`config.mk`:
```
export PLATFORM = sky130hd
export DESIGN_NAME = lcd_frame_serializer_core
export DESIGN_NICKNAME = d
export VERILOG_FILES = /design/src/rtl/core/lfs_pkg.sv /design/src/rtl/core/lfs_front.sv /design/src/rtl/core/lfs_queue.sv /design/src/rtl/core/lfs_back.sv /design/src/rtl/core/lcd_frame_serializer_core.sv
export VERILOG_INCLUDE_DIRS = /design/src /design/src/rtl/core
export SDC_FILE = /design/constraint.sdc
export NUM_CORES = 1
export LEC_CHECK = 0
export BUFFER_PORTS_ARGS = -buffer_cell sky130_fd_sc_hd__buf_2
export CAP_MARGIN = 10
export CORE_MARGIN = 2
export CORE_UTILIZATION = 23
export DETAILED_ROUTE_END_ITERATION = 12
export HOLD_SLACK_MARGIN = 0.12
export SKIP_LAST_GASP = 1
export SLEW_MARGIN = 20
export SYNTH_ARGS = -nofsm -noshare
export SYNTH_HDL_FRONTEND = slang
export SYNTH_SLANG_ARGS = --single-unit
```
`constraint.sdc`:
```
create_clock -name clk -period 3.25 [get_ports clk]
set_input_delay 0.1625 -clock clk [delete_from_list [all_inputs] [get_ports clk]]
set_output_delay 0.1625 -clock clk [all_outputs]
set_load 0.02 [all_outputs]
```
`src/rtl/core/lcd_frame_serializer_core_macros.svh`:
```
// ----------------------------------------------------------------------------
// lcd_frame_serializer_core_macros.svh
// Assertion helpers shared by the serializer RTL.
// ----------------------------------------------------------------------------
`ifndef LCD_FRAME_SERIALIZER_CORE_MACROS_SVH
`define LCD_FRAME_SERIALIZER_CORE_MACROS_SVH

// Check that cons holds in the same cycle as ante.
`define LFS_ASSERT_SAME(label, clk, rst_n, ante, cons, msg) \
    label: assert property (@(posedge clk) disable iff (!rst_n) (ante) |-> (cons)) \
        else $error(msg);

// Check that cons holds in the cycle after ante.
`define LFS_ASSERT_NEXT(label, clk, rst_n, ante, cons, msg) \
    label: assert property (@(posedge clk) disable iff (!rst_n) (ante) |=> (cons)) \
        else $error(msg);

`endif

```
`src/rtl/core/lfs_pkg.sv`:
```
// ----------------------------------------------------------------------------
// lfs_pkg
// Types and constants shared by the LCD frame serializer.
// ----------------------------------------------------------------------------
`default_nettype none

package lfs_pkg;

    // Serial protocol bytes
    localparam logic [7:0] SYNC_CMD        = 8'hF8;
    localparam logic [7:0] SYNC_DATA       = 8'hFA;
    localparam logic [7:0] ADDR_BASE       = 8'h80;
    localparam logic [7:0] ADDR_BASE_LOWER = 8'h88;
    localparam logic [7:0] NIBBLE_MASK     = 8'hF0;

    // Geometry
    localparam int         BIR_W           = 4;
    localparam int         ROW_W           = 6;
    localparam int         ROWS_W          = 7;
    localparam logic [5:0] HALF_ROWS       = 6'd32;
    localparam logic [6:0] MAX_ROWS        = 7'd64;
    localparam logic [6:0] ROWS_RESET      = 7'd64;

    // Defaults for top-level parameters
    localparam int DEF_BYTES_PER_ROW = 16;
    localparam int DEF_QUEUE_DEPTH   = 2;

    // One classified pixel word, ready for expansion
    typedef struct packed {
        logic       has_addr;
        logic [7:0] row_cmd;
        logic [7:0] col_cmd;
        logic [7:0] pixel;
        logic       frame_end;
    } lfs_desc_t;

    // Which transfer of a word is being sent
    typedef enum logic [1:0] {
        XFER_ROW,
        XFER_COL,
        XFER_PIX
    } lfs_xfer_t;

    // Which byte of a transfer is being sent
    typedef enum logic [1:0] {
        PH_SYNC,
        PH_HIGH,
        PH_LOW
    } lfs_phase_t;

endpackage

`default_nettype wire

```
`src/rtl/core/lfs_front.sv`:
```
// ----------------------------------------------------------------------------
// lfs_front
// Accepts pixel words, tracks row and column, and builds address commands.
// ----------------------------------------------------------------------------
`default_nettype none

module lfs_front
    import lfs_pkg::*;
#(
    parameter int BYTES_PER_ROW = DEF_BYTES_PER_ROW
) (
    input  wire logic              clk,
    input  wire logic              rst_n,
    input  wire logic              cfg_wr_en,
    input  wire logic [ROWS_W-1:0] cfg_wr_data,
    input  wire logic              in_valid,
    input  wire logic [7:0]        pixel_byte,
    input  wire logic              queue_full,
    output logic                   push,
    output lfs_desc_t              push_data
);

    logic [BIR_W-1:0]  byte_in_row_reg, byte_in_row_next;
    logic [ROW_W-1:0]  row_index_reg, row_index_next;
    logic [ROWS_W-1:0] rows_in_use_reg;
    logic [ROWS_W-1:0] rows_eff;
    logic [BIR_W:0]    bir_plus;
    logic [ROWS_W-1:0] row_plus;
    logic              row_end;
    logic              frame_end;
    logic [2:0]        col;

    // Accept whenever the queue has room
    assign push = in_valid && !queue_full;

    // Clamp the configured row count into range
    always_comb
    begin
        if (rows_in_use_reg == '0)
            rows_eff = ROWS_W'(1);
        else if (rows_in_use_reg > MAX_ROWS)
            rows_eff = MAX_ROWS;
        else
            rows_eff = rows_in_use_reg;
    end

    // Detect row and frame boundaries
    assign bir_plus  = {1'b0, byte_in_row_reg} + (BIR_W+1)'(1);
    assign row_plus  = {1'b0, row_index_reg} + ROWS_W'(1);
    assign row_end   = bir_plus >= (BIR_W+1)'(BYTES_PER_ROW);
    assign frame_end = row_end && (row_plus >= rows_eff);
    assign col       = byte_in_row_reg[BIR_W-1:1];

    // Build the word descriptor
    always_comb
    begin
        push_data.has_addr  = !byte_in_row_reg[0];
        push_data.row_cmd   = ADDR_BASE | {3'b000, row_index_reg[4:0]};
        push_data.col_cmd   = ((row_index_reg >= HALF_ROWS) ? ADDR_BASE_LOWER : ADDR_BASE)
                              | {5'b00000, col};
        push_data.pixel     = pixel_byte;
        push_data.frame_end = frame_end;
    end

    // Advance position counters
    always_comb
    begin
        byte_in_row_next = byte_in_row_reg;
        row_index_next   = row_index_reg;
        if (push)
        begin
            if (row_end)
            begin
                byte_in_row_next = '0;
                if (frame_end)
                    row_index_next = '0;
                else
                    row_index_next = row_plus[ROW_W-1:0];
            end
            else
            begin
                byte_in_row_next = bir_plus[BIR_W-1:0];
            end
        end
    end

    always_ff @(posedge clk or negedge rst_n)
    begin
        if (!rst_n)
        begin
            byte_in_row_reg <= '0;
            row_index_reg   <= '0;
            rows_in_use_reg <= ROWS_RESET;
        end
        else
        begin
            byte_in_row_reg <= byte_in_row_next;
            row_index_reg   <= row_index_next;
            if (cfg_wr_en)
                rows_in_use_reg <= cfg_wr_data;
        end
    end

endmodule

`default_nettype wire

```
`src/rtl/core/lfs_queue.sv`:
```
// ----------------------------------------------------------------------------
// lfs_queue
// Short register queue of word descriptors between front and back.
// ----------------------------------------------------------------------------
`default_nettype none

module lfs_queue
    import lfs_pkg::*;
#(
    parameter int DEPTH = DEF_QUEUE_DEPTH
) (
    input  wire logic      clk,
    input  wire logic      rst_n,
    input  wire logic      push,
    input  wire lfs_desc_t push_data,
    input  wire logic      pop,
    output logic           full,
    output logic           head_valid,
    output lfs_desc_t      head_data
);

    localparam int PTR_W = (DEPTH > 1) ? $clog2(DEPTH) : 1;
    localparam int CNT_W = $clog2(DEPTH + 1);

    lfs_desc_t        slots_reg [DEPTH];
    logic [PTR_W-1:0] wr_ptr_reg, wr_ptr_next;
    logic [PTR_W-1:0] rd_ptr_reg, rd_ptr_next;
    logic [CNT_W-1:0] count_reg, count_next;
    logic             do_push, do_pop;

    assign full       = count_reg == CNT_W'(DEPTH);
    assign head_valid = count_reg != '0;
    assign head_data  = slots_reg[rd_ptr_reg];
    assign do_push    = push && !full;
    assign do_pop     = pop && head_valid;

    // Advance pointers and fill count
    always_comb
    begin
        wr_ptr_next = wr_ptr_reg;
        rd_ptr_next = rd_ptr_reg;
        if (do_push)
            wr_ptr_next = (wr_ptr_reg == PTR_W'(DEPTH - 1)) ? '0 : wr_ptr_reg + PTR_W'(1);
        if (do_pop)
            rd_ptr_next = (rd_ptr_reg == PTR_W'(DEPTH - 1)) ? '0 : rd_ptr_reg + PTR_W'(1);
        case ({do_push, do_pop})
            2'b10:   count_next = count_reg + CNT_W'(1);
            2'b01:   count_next = count_reg - CNT_W'(1);
            default: count_next = count_reg;
        endcase
    end

    always_ff @(posedge clk or negedge rst_n)
    begin
        if (!rst_n)
        begin
            wr_ptr_reg <= '0;
            rd_ptr_reg <= '0;
            count_reg  <= '0;
        end
        else
        begin
            wr_ptr_reg <= wr_ptr_next;
            rd_ptr_reg <= rd_ptr_next;
            count_reg  <= count_next;
        end
    end

    // Store incoming descriptor
    always_ff @(posedge clk)
    begin
        if (do_push)
            slots_reg[wr_ptr_reg] <= push_data;
    end

endmodule

`default_nettype wire

```
`src/rtl/core/lfs_back.sv`:
```
// ----------------------------------------------------------------------------
// lfs_back
// Expands each descriptor into serial transfers behind an output register.
// ----------------------------------------------------------------------------
`default_nettype none

module lfs_back
    import lfs_pkg::*;
(
    input  wire logic      clk,
    input  wire logic      rst_n,
    input  wire logic      head_valid,
    input  wire lfs_desc_t head_data,
    output logic           pop,
    output logic           out_valid,
    input  wire logic      out_stall,
    output logic [7:0]     spi_byte,
    output logic           transfer_end,
    output logic           last_of_run,
    output logic           frame_done
);

    lfs_xfer_t  xfer_reg, xfer_next, cur_xfer;
    lfs_phase_t phase_reg, phase_next;
    logic       out_valid_reg, out_valid_next;
    logic [7:0] spi_byte_reg;
    logic       transfer_end_reg, last_of_run_reg, frame_done_reg;
    logic       out_free, step;
    logic [7:0] value;
    logic [7:0] byte_gen;
    logic       end_gen, last_gen, frame_gen;

    // Skip the address transfers for odd words
    assign cur_xfer = (xfer_reg == XFER_ROW && !head_data.has_addr) ? XFER_PIX : xfer_reg;
    assign out_free = !out_valid_reg || !out_stall;
    assign step     = head_valid && out_free;

    // Next state of the transfer sequencer
    always_comb
    begin
        xfer_next  = xfer_reg;
        phase_next = phase_reg;
        if (step)
        begin
            case (phase_reg)
                PH_SYNC: phase_next = PH_HIGH;
                PH_HIGH: phase_next = PH_LOW;
                default:
                begin
                    phase_next = PH_SYNC;
                    case (cur_xfer)
                        XFER_ROW: xfer_next = XFER_COL;
                        XFER_COL: xfer_next = XFER_PIX;
                        default:  xfer_next = XFER_ROW;
                    endcase
                end
            endcase
        end
    end

    // Sequencer outputs: the byte to send and its markers
    always_comb
    begin
        case (cur_xfer)
            XFER_ROW: value = head_data.row_cmd;
            XFER_COL: value = head_data.col_cmd;
            default:  value = head_data.pixel;
        endcase
        case (phase_reg)
            PH_SYNC: byte_gen = (cur_xfer == XFER_PIX) ? SYNC_DATA : SYNC_CMD;
            PH_HIGH: byte_gen = value & NIBBLE_MASK;
            PH_LOW:  byte_gen = {value[3:0], 4'b0000};
            default: byte_gen = '0;
        endcase
        end_gen   = phase_reg == PH_LOW;
        last_gen  = end_gen && cur_xfer == XFER_PIX;
        frame_gen = last_gen && head_data.frame_end;
        pop       = step && last_gen;
    end

    // Hold output until taken
    assign out_valid_next = step || (out_valid_reg && out_stall);

    always_ff @(posedge clk or negedge rst_n)
    begin
        if (!rst_n)
        begin
            xfer_reg      <= XFER_ROW;
            phase_reg     <= PH_SYNC;
            out_valid_reg <= 1'b0;
        end
        else
        begin
            xfer_reg      <= xfer_next;
            phase_reg     <= phase_next;
            out_valid_reg <= out_valid_next;
        end
    end

    // Load output payload
    always_ff @(posedge clk)
    begin
        if (step)
        begin
            spi_byte_reg     <= byte_gen;
            transfer_end_reg <= end_gen;
            last_of_run_reg  <= last_gen;
            frame_done_reg   <= frame_gen;
        end
    end

    assign out_valid    = out_valid_reg;
    assign spi_byte     = spi_byte_reg;
    assign transfer_end = transfer_end_reg;
    assign last_of_run  = last_of_run_reg;
    assign frame_done   = frame_done_reg;

endmodule

`default_nettype wire

```
`src/rtl/core/lcd_frame_serializer_core.sv`:
```
// ----------------------------------------------------------------------------
// lcd_frame_serializer_core
// Turns frame-buffer words into the serial byte stream of a 128x64 LCD.
// ----------------------------------------------------------------------------
// Usage:
//   Input channel (in_valid / in_stall / pixel_byte) takes frame-buffer words
//   in row order, BYTES_PER_ROW words per row. Output channel (out_valid /
//   out_stall) gives serial bytes with transfer_end, last_of_run and
//   frame_done markers. cfg_wr_en / cfg_wr_data set the row count.
//   Each word at an even position expands to nine bytes (row address, column
//   address, data); a word at an odd position expands to three. The output
//   sequencer emits one byte per cycle while it holds a word and the output
//   is not stalled; a full row of 16 words gives 96 bytes.
//   When the block is empty, an accepted word goes first into the descriptor
//   queue and from there its first byte into the output register. A short
//   descriptor queue lets the front take new words while the back is still
//   expanding earlier ones.
//   Reset clears the row and column counters, empties the queue and sets the
//   row count to 64. When the receiver stalls, the output byte holds; once
//   the queue fills, in_stall rises until a word finishes.
// ----------------------------------------------------------------------------
`default_nettype none

`include "lcd_frame_serializer_core_macros.svh"

module lcd_frame_serializer_core
    import lfs_pkg::*;
#(
    parameter int BYTES_PER_ROW = DEF_BYTES_PER_ROW,
    parameter int QUEUE_DEPTH   = DEF_QUEUE_DEPTH
) (
    input  wire logic              clk,
    input  wire logic              rst_n,
    input  wire logic              cfg_wr_en,
    input  wire logic [ROWS_W-1:0] cfg_wr_data,
    input  wire logic              in_valid,
    output logic                   in_stall,
    input  wire logic [7:0]        pixel_byte,
    output logic                   out_valid,
    input  wire logic              out_stall,
    output logic [7:0]             spi_byte,
    output logic                   transfer_end,
    output logic                   last_of_run,
    output logic                   frame_done
);

    logic      push;
    lfs_desc_t push_data;
    logic      queue_full;
    logic      head_valid;
    lfs_desc_t head_data;
    logic      pop;

    assign in_stall = queue_full;

    // Classify incoming words
    lfs_front #(
        .BYTES_PER_ROW (BYTES_PER_ROW)
    ) u_front (
        .clk         (clk),
        .rst_n       (rst_n),
        .cfg_wr_en   (cfg_wr_en),
        .cfg_wr_data (cfg_wr_data),
        .in_valid    (in_valid),
        .pixel_byte  (pixel_byte),
        .queue_full  (queue_full),
        .push        (push),
        .push_data   (push_data)
    );

    // Buffer descriptors
    lfs_queue #(
        .DEPTH (QUEUE_DEPTH)
    ) u_queue (
        .clk        (clk),
        .rst_n      (rst_n),
        .push       (push),
        .push_data  (push_data),
        .pop        (pop),
        .full       (queue_full),
        .head_valid (head_valid),
        .head_data  (head_data)
    );

    // Expand into serial bytes
    lfs_back u_back (
        .clk          (clk),
        .rst_n        (rst_n),
        .head_valid   (head_valid),
        .head_data    (head_data),
        .pop          (pop),
        .out_valid    (out_valid),
        .out_stall    (out_stall),
        .spi_byte     (spi_byte),
        .transfer_end (transfer_end),
        .last_of_run  (last_of_run),
        .frame_done   (frame_done)
    );

    // Check marker consistency and back-to-back expansion
    `LFS_ASSERT_SAME(a_frame_on_last, clk, rst_n, out_valid && frame_done, last_of_run && transfer_end, "frame_done without last byte of word")
    `LFS_ASSERT_SAME(a_last_ends_xfer, clk, rst_n, out_valid && last_of_run, transfer_end, "last_of_run off a transfer end")
    `LFS_ASSERT_NEXT(a_word_continues, clk, rst_n, out_valid && !out_stall && !last_of_run, out_valid, "gap inside a word expansion")

endmodule

`default_nettype wire

```
### Word-level counts from Yosys, hierarchy flattened

Memories as Yosys holds them, arrays and structs flattened.
Index checks and enable logic that the tools add are counted.

* add/subtract/negate cells: 6
* $lt $le $gt $ge: 4
* eq/ne operators: 7
* multiplexer cells: 16
* bitwise logic cells: 2
* reduce and logical (&&, ||, !) cells: 26

Operators by type and width (count)
* case mux 8 bit (3 select lines): 1
* case mux 8 bit (2 select lines): 1
* 2-to-1 mux 7 bit: 2
* case mux 2 bit (2 select lines): 3
* logical AND 1 bit: 10
* == test 2 bit, second input constant: 4
* 2-to-1 mux 4 bit: 2
* bitwise OR 8 x 3 -> 8 bit: 1
* adder 6 x 1 -> 7 bit, second input constant: 1
* >= comparator 7 bit: 1
* > comparator 7 bit, second input constant: 1
* logical NOT 7 bit: 1
* == test 2 x 1 -> 1 bit, second input constant: 3
* >= comparator 6 bit, second input constant: 1
* logical NOT 2 bit: 3
* 2-to-1 mux 6 bit: 1
* adder 4 x 1 -> 5 bit, second input constant: 1
* >= comparator 5 bit, second input constant: 1
* logical NOT 1 bit: 5
* 2-to-1 mux 1 bit: 4
* 2-to-1 mux 2 bit: 2
* AND reduction 2 bit: 2
* nonzero test 2 bit: 2
* adder 1 bit, second input constant: 2
* other kinds (5): 6

* flip-flop bits (word level): 37
* bits in writable memories: 46
* output and inout bits: 13
* memories: 1

Memories
* u_queue.slots_reg: depth 2, width 23, read ports 1, clocked after memory_dff 0, wr ports 1, line lfs_queue.sv:25 `lfs_desc_t slots_reg [DEPTH];`

### Logic depth before layout (Yosys ltp)

An unclocked memory read counts as a cell.

* depth in word-level cells: 10
* mapped depth: 9
* gate-level depth less buffers: 9

### Cells and area by module

From an unflattened synthesis, not the netlist that was laid out.

* cell total of the unflattened synthesis: 308
* area total of the unflattened synthesis: 4157.7 um^2

Modules (own cells, without submodules)
* lfs_queue: instances 1, cells each 99, area each 2087.0 um^2
* lfs_front: instances 1, cells each 133, area each 1239.9 um^2
* lfs_back: instances 1, cells each 76, area each 830.8 um^2

### Least setup slack after synthesis

OpenSTA, ideal clock, no wires.

* kind: reg2reg
* from: register u_queue.count_reg[0]
* to: memory u_queue.slots_reg[0][0] (netlist bit) (enable)
* setup time: 0.395 ns
* arrival time: 1.763 ns
* required time: 2.855 ns
* setup slack: 1.093 ns
* cell stages (with the launch flop): 6
* buffers on the path: 1
* cells stage by stage: dfrtp_1 > nand2b_1 > and2_1 > buf_2 > inv_2 > nor2_1

* longest elaborated chain between the ends: 6

RTL lines
* from (decl): line lfs_queue.sv:28 `logic [CNT_W-1:0] count_reg, count_next;`
* from (signal assigned): line lfs_queue.sv:65 `count_reg <= count_next;`
* == test 2 bit *: line lfs_queue.sv:31 `assign full = count_reg == CNT_W'(DEPTH);`
* logical NOT 1 bit *: line lfs_front.sv:34, lfs_queue.sv:34
* logical AND 1 bit: line lfs_front.sv:34 `assign push = in_valid && !queue_full;`
* logical AND 1 bit *: line lfs_queue.sv:34 `assign do_push = push && !full;`
* 2-to-1 mux 1 bit *: line lfs_queue.sv:72 `if (do_push)`
* 2-to-1 mux 1 bit (implied by the code) *: line lfs_queue.sv:73 `slots_reg[wr_ptr_reg] <= push_data;`
* to (decl): line lfs_queue.sv:25

Mark *: on every way between the ends. The rest lies on a longest branch, timed or not.

### Worst setup path after layout

* from: register u_queue.rd_ptr_reg
* to: register u_queue.count_reg[1]

* longest elaborated chain between the ends: 10
* elaborated cells on any way between the ends: 12
* classes of those cells: 3 x eq/ne; 2 x mux; 6 x reduce/logical; 1 x memory

RTL lines
* from (decl): line lfs_queue.sv:27 `logic [PTR_W-1:0] rd_ptr_reg, rd_ptr_next;`
* from (signal assigned): line lfs_queue.sv:64 `rd_ptr_reg <= rd_ptr_next;`
* memory (2 x 23 bit) *
* logical NOT 1 bit *: line lfs_back.sv:34 `assign cur_xfer = (xfer_reg == XFER_ROW && !head_data.has_addr) ? XFER_PIX : xfer_reg;`
* logical AND 1 bit *: line lfs_back.sv:34
* 2-to-1 mux 2 bit *: line lfs_back.sv:34
* == test 2 bit *: line lfs_back.sv:76 `last_gen = end_gen && cur_xfer == XFER_PIX;`
* logical AND 1 bit *: line lfs_back.sv:76
* named net u_back.last_gen: line lfs_back.sv:31 `logic end_gen, last_gen, frame_gen;`
* logical AND 1 bit *: line lfs_back.sv:78 `pop = step && last_gen;`
* logical AND 1 bit *: line lfs_queue.sv:35 `assign do_pop = pop && head_valid;`
* named net u_queue.do_pop: line lfs_queue.sv:29 `logic do_push, do_pop;`
* == test 2 x 1 -> 1 bit or == test 2 bit (tied branches): line lfs_queue.sv:46 `case ({do_push, do_pop})`
* case mux 2 bit (2 select lines) or nonzero test 2 bit (tied branches)

Mark *: on every way through the listed nets, which the timed path passes. The rest lies on a longest branch.
A chain may end at the register's enable or synchronous reset.

==> results.cfg <==
[run_status]
status = completed

[global_routing]
grt_pass1_vias = 2316
grt.total_usage = 0.09288
grt_pass1_wl_mm = 11.50
antenna_found_initial = 0
grt_max_degree = 27
overflow = 0

[clock_tree]
cts_resized = 0
clk_path_buf_depth = 2
clkTransAtPathRegs_ps = 60
root_buffer = clkbuf_16
clk_latency_ps = 330
post-cts-setup-buffers = 0
h-tree-depth = 3
cts_sinks = 73
cts_tree = built
holdBufCountCts = 18
cts_made_buffers = 9

[setup_path]
crit_family = flip-flops
slowest_stage = dfrtp_1
startpoint_type = flop
cp_max_fo = 14
crit_required_ps = 3500
endpoint_kind = flop
crit_buf_inv = 0
max_stage_delay_ps = 710
crit_chain = mux2_4 -> a2111oi_4 -> and2_4 -> ha_1 -> nor2_1 -> xor2_1
path_class = flop to flop
cp.arrival_ps = 2620

[power]
p_leak_uw = 0.001653
powerDensity_nw_per_um2 = 866.0
power_uw = 3678
ir_drop_mv = 0.2673

[detailed_routing]
vias = 2251
drc = 0
drt_iter0_drc = 138
post_drt_wl_per_cell_um = 13.48
wl_met3_um = 300
wl_met1_mm = 3.064
drtPass1Iterations = 4
wirelength_mm = 6.886
wl_met2_mm = 3.422
routed.top_layer = met4
via_per_inst = 4.405
ant_nets = 0

[logic_synthesis]
synthArstFlopShare = 0.3562
syn_area_um2 = 3361
synth_cells = 268
synth_compound_gate_area_share = 0.1221
seq_area_frac_synth = 0.6139
yosys_warnings = 0
synth_fa_ha_area_frac = 0.04095
yosysUniqueCellTypes = 48
synth-xor-area-share = 0.02569
synth-seq-cells = 73
synthSimpleGateAreaFrac = 0.1154
syn_avg_cell_area_um2 = 12.54
synthMuxAreaShare = 0.05026
synthFlopType = edfxtp_1
synth_top_family_by_area = compound AO/OA/AOI/OAI gates
synth_edf_count = 47

[job]
maxCapViolCount = 0

[timing]
slew_headroom = 0.3882
setup_slack_ps = 886.3
timing.final.crit_share = 0.7273
timing.final.crit_period_ps = 2364
setup-violations-final = 0
slew_violations = 0
rsz0062_at_grt = false
tns_ps = 0
timing.fmax_ghz = 0.4231
hold_ws_ps = 216.5
worstMarginPinSlew_ps = 917.6
skew_ps = 9.041
final_hold_viol_count = 0

[final_layout]
area_growth_pct = 26.36
nets = 353
final_cell_count_no_fill = 511
antenna_cells = 0
largest_reg_flops = 38
drive_above_1_share = 0.2171
fillers = 1474
final_cell_mix = edfxtp_1 (47), buf_2 (30), nand2_1 (29)
final_common_cell = edfxtp_1

[floorplanning]
row_count = 44
start_util = 0.2330
die_w_um = 124.9
die_h_um = 124.9
core_um2 = 14420
die-area_um2 = 15600
pin_count = 33

[min_path]
hp-class = primary input to flop

[place]
placed_cells = 477
dpl.hpwl_mm = 4.907
dp_slack_ps = 892.5
gp_congestion = 0.8305
io_buffers = 30
[where the power goes]
group          switching, µW  internal [µW]  leakage, µW
Sequential               243           1330     0.000755
Clock                    362            769     0.000166
Combinational            577            398     0.000732
[worst register-to-register path, cell delays in order (launching register included)]
cell,delay (ps)
dfrtp_1,710
mux2_4,390
a2111oi_4,420
and2_4,220
ha_1,250
nor2_1,140
xor2_1,160
[cell type report]
cell class                      count  area [µm²]  share of cell area
Clock inverter                      5       102.6             0.02416
Inverter                           15       56.30             0.01326
Sequential cell                    73        2063              0.4859
Tap cell                          184       230.2             0.05421
Clock buffer                       11       242.7             0.05716
Timing Repair Buffer               51       352.8             0.08309
Multi-Input combinational cell    172        1199              0.2823
[per-stage QoR]
| step | cell area (µm²) | util |
|---|---|---|
| floorplan | 3364 | - |
| global placement | 3721 | 0.2580 |
| detailed placement | 3721 | 0.2580 |
| CTS | 4247 | 0.2944 |
| global route | 4247 | 0.2944 |
| finish | 4247 | 0.2944 |
[per-layer routing]
layer / vias to the layer above / track usage
met4: 0 / 0.03007
met5: - / 0
li1: 1096 / -
met3: 9 / 0.03780
met2: 41 / 0.1527
met1: 1105 / 0.1110
[Yosys cell counts, types with 5 or more instances]
| library cell | count | share of area |
|---|---|---|
| nand2_1 | 29 | 0.032 |
| dfrtp_1 | 25 | 0.19 |
| xnor2_1 | 6 | 0.016 |
| nor2_1 | 13 | 0.015 |
| mux2_2 | 11 | 0.037 |
| ha_1 | 11 | 0.041 |
| a21oi_1 | 11 | 0.016 |
| and3_1 | 5 | 0.0093 |
| nand3_1 | 12 | 0.018 |
| edfxtp_1 | 47 | 0.42 |
| o21ai_0 | 13 | 0.019 |
| and2_1 | 5 | 0.0093 |
| inv_1 | 13 | 0.015 |
[final timing paths]
check | startpoint | to | slack (ps) | cells after the start
max | u_queue.rd_ptr_reg | u_queue.count_reg[1] | 890 | 6
min | cfg_wr_en | u_front.rows_in_use_reg[0] | 220 | 2
max reg2reg | u_queue.rd_ptr_reg | u_queue.count_reg[1] | 890 | 6
min reg2reg | u_queue.count_reg[1] | u_queue.count_reg[1] | 500 | 1
max in group asynchronous | rst_n | u_back.phase_reg[0] | 2450 | 2
min in group asynchronous | rst_n | u_front.rows_in_use_reg[2] | 390 | 2
[cells by family after synthesis]
kind of cell               count (synthesis)
AOI/OAI and AO/OA                         55
xor gates and xnor gates                   9
adders and majority gates                 11
buffers and inverters                     24
DFF                                       73
muxes                                     15
other                                      1
and+or+nand+nor                           80
Power figures use the tool's default switching activity.
